$ cat config.mk
export PLATFORM = sky130hd
export DESIGN_NAME = bca_ctrl
export DESIGN_NICKNAME = d
export VERILOG_FILES = /design/src/rtl/core/bca_pkg.sv /design/src/rtl/core/bca_ctrl.sv
export SDC_FILE = /design/constraint.sdc
export NUM_CORES = 1
export LEC_CHECK = 0
export BUFFER_PORTS_ARGS = -buffer_cell sky130_fd_sc_hd__buf_2
export CAP_MARGIN = 0
export CORE_MARGIN = 4
export CORE_UTILIZATION = 38
export DETAILED_ROUTE_END_ITERATION = 8
export PLACE_DENSITY = 0.66
export SLEW_MARGIN = 0
export SYNTH_ARGS = -nofsm -noshare
export SYNTH_HDL_FRONTEND = slang
export SYNTH_SLANG_ARGS = --single-unit
$ cat constraint.sdc
create_clock -name clk -period 4 [get_ports clk]
set_clock_uncertainty 0.05 [all_clocks]
set_input_delay 0.2 -clock clk [delete_from_list [all_inputs] [get_ports clk]]
set_output_delay 0.2 -clock clk [all_outputs]
set_load 0.03 [all_outputs]
$ cat src/rtl/core/bca_pkg.sv
package bca_pkg;

	localparam int NUM_CHUNKS   = 4096;
	localparam int CHUNK_BYTES  = 64;
	localparam int HEADER_BYTES = 8;
	localparam int WORD_BITS    = 32;
	localparam int NUM_WORDS    = NUM_CHUNKS / WORD_BITS;

	localparam int ADDR_W  = 48;
	localparam int CHUNK_W = $clog2(NUM_CHUNKS);
	localparam int WORD_W  = $clog2(NUM_WORDS);
	localparam int BIT_W   = $clog2(WORD_BITS);
	localparam int CLOG2_B = $clog2(CHUNK_BYTES);
	localparam int CNT_W   = 13;
	localparam int SIZE_W  = 19;
	localparam int ALIGN_W = 4;
	localparam int AMASK_W = 15;

	localparam logic [WORD_BITS-1:0] FULL_WORD = 32'hFFFF_FFFF;

	typedef enum logic [1:0] {
		ST_OK      = 2'd0,
		ST_OOM     = 2'd1,
		ST_IGNORED = 2'd2,
		ST_BADFREE = 2'd3
	} status_t;

	localparam logic OP_ALLOC = 1'b0;
	localparam logic OP_FREE  = 1'b1;

	localparam logic CFG_REGION_START = 1'b0;
	localparam logic CFG_REGION_END   = 1'b1;

	// Controller to datapath
	typedef struct packed {
		logic    load;
		logic    scan_init;
		logic    free_s1;
		logic    free_s2;
		logic    len_rd;
		logic    len_chk;
		logic    word_rd;
		logic    skip;
		logic    bit_step;
		logic    walk_init;
		logic    walk_next;
		logic    word_wr;
		logic    commit_alloc;
		logic    commit_free;
		logic    out_load;
		status_t status;
	} dp_cmd_t;

	// Datapath to controller
	typedef struct packed {
		logic is_free;
		logic out_range;
		logic len_bad;
		logic word_full;
		logic last_word;
		logic last_bit;
		logic found;
		logic walk_last;
		logic verify_bad;
		logic out_busy;
	} dp_sts_t;

endpackage

$ cat src/rtl/core/bca_ctrl.sv
module bca_ctrl (
	input  logic             clk,
	input  logic             arst_n,
	input  logic             in_valid,
	output logic             in_ready,
	input  bca_pkg::dp_sts_t sts,
	output bca_pkg::dp_cmd_t cmd
);
	import bca_pkg::*;

	typedef enum logic [3:0] {
		IDLE, DECODE, F_B, F_C, F_D, S_RD, S_CHK, S_BIT,
		W_INIT, W_RD, W_CHK, FIN, DONE
	} state_t;

	state_t  state_q;
	logic    verify_q;
	status_t status_q;

	assign in_ready = (state_q == IDLE);

	// Decode commands from the current state
	always_comb begin
		cmd = '0;
		cmd.status = status_q;
		case (state_q)
			IDLE:   cmd.load = in_valid;
			DECODE: begin
				cmd.free_s1   = sts.is_free;
				cmd.scan_init = !sts.is_free;
			end
			F_B:    cmd.free_s2 = 1'b1;
			F_C:    cmd.len_rd = !sts.out_range;
			F_D:    cmd.len_chk = 1'b1;
			S_RD:   cmd.word_rd = 1'b1;
			S_CHK:  cmd.skip = sts.word_full;
			S_BIT:  cmd.bit_step = 1'b1;
			W_INIT: cmd.walk_init = 1'b1;
			W_RD:   cmd.word_rd = 1'b1;
			W_CHK: begin
				cmd.word_wr   = !verify_q;
				cmd.walk_next = !sts.walk_last && !(verify_q && sts.verify_bad);
			end
			FIN: begin
				cmd.commit_alloc = !sts.is_free;
				cmd.commit_free  = sts.is_free;
			end
			DONE:   cmd.out_load = !sts.out_busy;
			default: ;
		endcase
	end

	// Hold state, phase and result status
	always_ff @(posedge clk or negedge arst_n) begin
		if (!arst_n) begin
			state_q  <= IDLE;
			verify_q <= 1'b0;
			status_q <= ST_OK;
		end else begin
			case (state_q)
				IDLE: if (in_valid) state_q <= DECODE;
				DECODE: state_q <= sts.is_free ? F_B : S_RD;
				F_B: state_q <= F_C;
				F_C: begin
					if (sts.out_range) begin
						status_q <= ST_IGNORED;
						state_q  <= DONE;
					end else begin
						state_q <= F_D;
					end
				end
				F_D: begin
					if (sts.len_bad) begin
						status_q <= ST_BADFREE;
						state_q  <= DONE;
					end else begin
						verify_q <= 1'b1;
						state_q  <= W_INIT;
					end
				end
				S_RD: state_q <= S_CHK;
				S_CHK: begin
					if (!sts.word_full) begin
						state_q <= S_BIT;
					end else if (sts.last_word) begin
						status_q <= ST_OOM;
						state_q  <= DONE;
					end else begin
						state_q <= S_RD;
					end
				end
				S_BIT: begin
					if (sts.found) begin
						verify_q <= 1'b0;
						state_q  <= W_INIT;
					end else if (sts.last_bit) begin
						if (sts.last_word) begin
							status_q <= ST_OOM;
							state_q  <= DONE;
						end else begin
							state_q <= S_RD;
						end
					end
				end
				W_INIT: state_q <= W_RD;
				W_RD: state_q <= W_CHK;
				W_CHK: begin
					if (verify_q) begin
						if (sts.verify_bad) begin
							status_q <= ST_BADFREE;
							state_q  <= DONE;
						end else if (sts.walk_last) begin
							verify_q <= 1'b0;
							state_q  <= W_INIT;
						end else begin
							state_q <= W_RD;
						end
					end else begin
						state_q <= sts.walk_last ? FIN : W_RD;
					end
				end
				FIN: begin
					status_q <= ST_OK;
					state_q  <= DONE;
				end
				DONE: if (!sts.out_busy) state_q <= IDLE;
				default: state_q <= IDLE;
			endcase
		end
	end

endmodule

== After elaboration in Yosys (flattened, before gate mapping) ==
Index checks and enable logic that the tools add are counted.

* Multiplexer cells: 41
* Eq/ne operators: 24
* Reduce and logical (&&, ||, !) cells: 15

{| class="wikitable"
|+ Operators with widths
! cell !! count
|-
| one-hot mux 4 bit (13 select lines) || 1
|-
| 2-to-1 mux 4 bit || 8
|-
| 2-to-1 mux 2 bit || 12
|-
| != test 2 bit, second input constant || 11
|-
| == test 4 bit, second input constant || 5
|-
| == test 4 x 3 -> 1 bit, second input constant || 4
|-
| 2-to-1 mux 1 bit || 15
|-
| one-hot mux 2 bit (6 select lines) || 1
|-
| 2-to-1 mux 3 bit || 3
|-
| == test 4 x 2 -> 1 bit, second input constant || 2
|-
| AND reduction 8 bit || 1
|-
| logical NOT 1 bit || 6
|-
| AND reduction 3 bit || 2
|-
| nonzero test 6 bit || 1
|-
| == test 4 x 1 -> 1 bit, second input constant || 1
|-
| logical NOT 4 bit || 1
|-
| != test 3 bit, second input constant || 1
|-
| one-hot mux 1 bit (3 select lines) || 1
|-
| nonzero test 3 bit || 1
|-
| logical AND 1 bit || 2
|-
| OR reduction 2 bit || 1
|}

* Bits in registers: 7
* Logic and storage cells: 83

== Logic depth before layout (Yosys ltp) ==
* Depth in word-level cells: 4
* Depth in mapped cells: 7
* Mapped depth without buffers: 5

== Worst setup path before layout ==
No wires, ideal clock.

* Path kind: flip-flop to output port
* From: register state_q[3]
* To: output port cmd[16] (netlist bit)
* Slack: 1.844 ns
* Stages on the path, launching flop included: 5
* Required time: 3.750 ns
* Arrival time: 1.906 ns
* Cells stage by stage: dfrtp_1 -> or2_1 -> buf_2 -> nor3_1 -> and2_1

{| class="wikitable"
|+ RTL lines
! element !! RTL line !! text
|-
| start, declared || bca_ctrl.sv:16 || <nowiki>state_t state_q;</nowiki>
|-
| start signal, assigned || bca_ctrl.sv:62 || <nowiki>DECODE: state_q <= sts.is_free ? F_B : S_RD;</nowiki>
|-
| start signal, assigned || bca_ctrl.sv:119 || <nowiki>state_q <= sts.walk_last ? FIN : W_RD;</nowiki>
|-
| end, declared || bca_ctrl.sv:7 || <nowiki>output bca_pkg::dp_cmd_t cmd</nowiki>
|}

==> impl_summary.log <==
[metrics] PortBufs: 30
[metrics] startpoint of the worst register-to-register path: state_q[1]$_DFFE_PN0P_
[metrics] CTS sink cnt: 7
[metrics] Worst Setup SP: state_q[1]$_DFFE_PN0P_
[metrics] Tcrit/Tclk final: 0.5477
[metrics] Post-route DRC: 0
[metrics] final setup vio count: 0
[metrics] wire length after detailed routing: roughly 2100 um
[metrics] overall fraction of global-route tracks in use: 0.1760
[metrics] antenna-violating nets left: 0
[metrics] via count of the first global-routing pass: 811
[metrics] post-synth top area cell: sky130_fd_sc_hd__dfrtp_1
[metrics] leakage power total: 0.4365 nW
[metrics] switching power of the nets: between 400 and 500 uW
[metrics] wire per inst: between 10 and 15 um
[metrics] Mapped Area: roughly 750 um^2
[metrics] Vias: between 800 and 900
[metrics] Data required, critical path: ~3.8 ns
[metrics] dominant register cell in the synthesized netlist: sky130_fd_sc_hd__dfrtp_1
[metrics] wire length of the first global-routing pass: between 3000 and 4000 um
[metrics] proportion of layout cells with a drive suffix above 1: 0.3101
[metrics] largest fanout on the critical path: 19
[metrics] grt ovf: 0
[metrics] power density over the cells: between 700 and 800 nW/um^2
[metrics] post-layout total power: between 700 and 800 uW
[metrics] final estimated routing congestion in global placement: 0.9345
[metrics] Detail Placement HPWL: ~1600 um
[metrics] Max transition margin: 0.6032
[metrics] setup repair after global routing missed its margin: false
[metrics] antenna cells: 0
[metrics] maximum ir drop on the vdd rail: 0.4619 mV
[metrics] # H-tree levels: 1
[metrics] worst min path class: in2reg
[metrics] post-layout minimum cycle time: between 2 and 2.5 ns
[metrics] length of the first detailed-routing pass in iterations: 4
[metrics] Die Width: about 52 um
[metrics] slew at the pin closest to its max-slew limit: roughly 0.60 ns
[metrics] die span in y: roughly 52 um
[metrics] proportion of power drawn by combinational gates: 0.648
[metrics] commonest cells after routing, fill and taps aside: 30 x sky130_fd_sc_hd__buf_2, 11 x sky130_fd_sc_hd__nand2_1, 9 x sky130_fd_sc_hd__nor2_1, 9 x sky130_fd_sc_hd__o21ai_0
[metrics] I/O pin cnt: 31
[metrics] clock power share: 0.085
[metrics] Worst Setup Slack, final: 1.809 ns
[metrics] total of cells resized after clock tree synthesis: 0
[metrics] Max Cap Viol: 0
[metrics] synth-to-layout area growth: 23.58%
[metrics] CTS buffer count: 3
[metrics] Clock Tree Buf Depth: 2
[metrics] net count of the mapped netlist: ~110
[metrics] clock tree from TritonCTS: yes
[metrics] Layout Utilization: 0.5132
[metrics] area share of the leading cell type in the synthesized netlist: 0.2341
[metrics] placeable core region: about 1800 um^2
[metrics] root buffer selected by CTS: sky130_fd_sc_hd__clkbuf_4
[metrics] share of async-settable or async-resettable flops after synthesis: 1.000
[metrics] critical path type: reg2out
[metrics] largest net degree at the start of global routing: 21
[metrics] number of rows in the core area: 15
[metrics] finished layout cell area: about 920 um^2
[metrics] die area: roughly 2700 um^2
[metrics] setup TNS after final layout: 0 ns
[metrics] Area after DPL: a little under 900 um^2
[metrics] flip-flop and latch count after synthesis: 7
[metrics] launching element type of the critical path: flip-flop
[metrics] count of final hold-check violations: 0
[metrics] average vias per placed instance: approximately 5.6
[metrics] crit path capture type: primary output
[metrics] maximum clock frequency: around 460 MHz
[metrics] most frequent standard cell in the layout excluding fill and tap cells: sky130_fd_sc_hd__buf_2
[metrics] layout net count: ~140
[metrics] antenna violations before repair: 0
[metrics] worst endpoint data arrival time: ~1.9 ns
[metrics] worst skew pair latency: between 0.2 and 0.3 ns
[metrics] fill cell count: 194
[metrics] Cell variety after synth: 40
[metrics] EDFF count, synth: 0
[metrics] starting utilization of the core area: 0.4153
[metrics] outcome: complete, no violations
[metrics] start point of the worst min-delay path: sts[7]
[metrics] internal power consumption: roughly 330 uW
[metrics] Synth Warn #: 0
[metrics] switching share of power: 0.5540
[metrics] average instance area after synthesis: approximately 7.4 um^2
[metrics] initial detailed-routing violation count: 27
[metrics] proportion of power drawn by flip-flops and latches: 0.266
[metrics] clock slew seen by the registers of the worst setup and hold paths: about 0.050 ns
[metrics] pre-CTS setup slack: roughly 2.1 ns
[metrics] register area share after synthesis: 0.2341
[metrics] Max Slew Vio Count: 0
[metrics] biggest area contributors in the synthesized netlist: sky130_fd_sc_hd__dfrtp_1 23%, sky130_fd_sc_hd__o21ai_0 6.0%, sky130_fd_sc_hd__nand2b_1 5.9%
[metrics] gate count of the mapped netlist: 101
[metrics] post-CTS setup-driven buffer insertion count: 0
power groups by stage:
| stage | sequential, mW | clock, mW | combinational [mW] |
|---|---|---|---|
| 2_1_floorplan | 0.137 | 0 | 0.431 |
| 3_3_place_gp | 0.190 | 0 | 0.471 |
| 3_5_place_dp | 0.193 | 0 | 0.472 |
| 4_1_cts | 0.191 | 0.0662 | 0.476 |
| 5_1_grt | 0.203 | 0.0719 | 0.525 |
| 6_report | 0.195 | 0.0621 | 0.474 |
state kept, by name, indices dropped and copies added (netlist names):
name,cells
state_q,4
status_q,2
verify_q,1
metrics by stage:
stage | hold slack [ns] | cells
floorplan | -0.1456 | 101
global placement | -0.007833 | 149
detailed placement | -0.01065 | 149
CTS | 0.1196 | 154
global route | 0.1236 | 154
finish | 0.1305 | 154
cells in the mapped netlist (2+ instances only):
master,n
sky130_fd_sc_hd__nand2_1,11
sky130_fd_sc_hd__nor2b_1,4
sky130_fd_sc_hd__a21oi_1,3
sky130_fd_sc_hd__nor2_1,9
sky130_fd_sc_hd__mux2_1,2
sky130_fd_sc_hd__or2_1,2
sky130_fd_sc_hd__dfrtp_1,7
sky130_fd_sc_hd__nor3_1,6
sky130_fd_sc_hd__inv_1,3
sky130_fd_sc_hd__and2_1,2
sky130_fd_sc_hd__o22ai_1,2
sky130_fd_sc_hd__buf_2,6
sky130_fd_sc_hd__and3_1,2
sky130_fd_sc_hd__nand2b_1,7
sky130_fd_sc_hd__o21a_1,2
sky130_fd_sc_hd__o21ai_0,9
cells by family (layout without fill, tap and decap cells):
family                 Yosys count  count (layout)  synth area share
buffers and inverters           10              38           0.07023
DFF                              7               7            0.2341
muxes                            2               2           0.03010
and+or+nand+nor                 53              53            0.3880
AOI/OAI and AO/OA               29              29            0.2776
what timing repair did:
action,CTS,global route
hold endpoints to repair,7,0
endpoints found under the setup margin,0,0
hold buffers,1,0
critical path: stages, from the launching register on:
cell and delay [ns]:
sky130_fd_sc_hd__dfrtp_1 0.71, sky130_fd_sc_hd__nor2b_1 0.38, sky130_fd_sc_hd__nand2_1 0.16, sky130_fd_sc_hd__a211oi_1 0.21, sky130_fd_sc_hd__buf_2 0.23
routing by layer:
| metal | up-vias | wire length, um | track usage | share of wire |
|---|---|---|---|---|
| li1 | 429 | - | - | - |
| met1 | 396 | 906 | 0.2272 | 0.43 |
| met2 | 30 | 1019 | 0.2727 | 0.49 |
| met3 | 2 | 160 | 0.05698 | 0.076 |
| met4 | 0 | 12 | 0.05957 | 0.0057 |
| met5 | - | 0 | 0 | 0 |
cell type report:
class / instances / area (um^2) / share of cell area
clock buffer: 4 / 26.28 / 0.02842
inverter: 3 / 11.26 / 0.01218
multi-input combinational: 84 / 520.5 / 0.5629
sequential: 7 / 175.2 / 0.1894
tap: 25 / 31.28 / 0.03383
timing repair buffer: 31 / 160.2 / 0.1732
final timing paths:
| kind | to | slack [ns] | cells after the start |
|---|---|---|---|
| max | cmd[6] | 1.81 | 4 |
| min | verify_q$_DFFE_PN0P_ | 0.13 | 2 |
| max reg2reg | state_q[2]$_DFFE_PN0P_ | 2.04 | 5 |
| min reg2reg | status_q[0]$_DFFE_PN0P_ | 0.43 | 1 |
| max in group asynchronous | state_q[1]$_DFFE_PN0P_ | 3.49 | 2 |
| min in group asynchronous | status_q[0]$_DFFE_PN0P_ | 0.26 | 2 |
(Power assumes the default switching activity.)
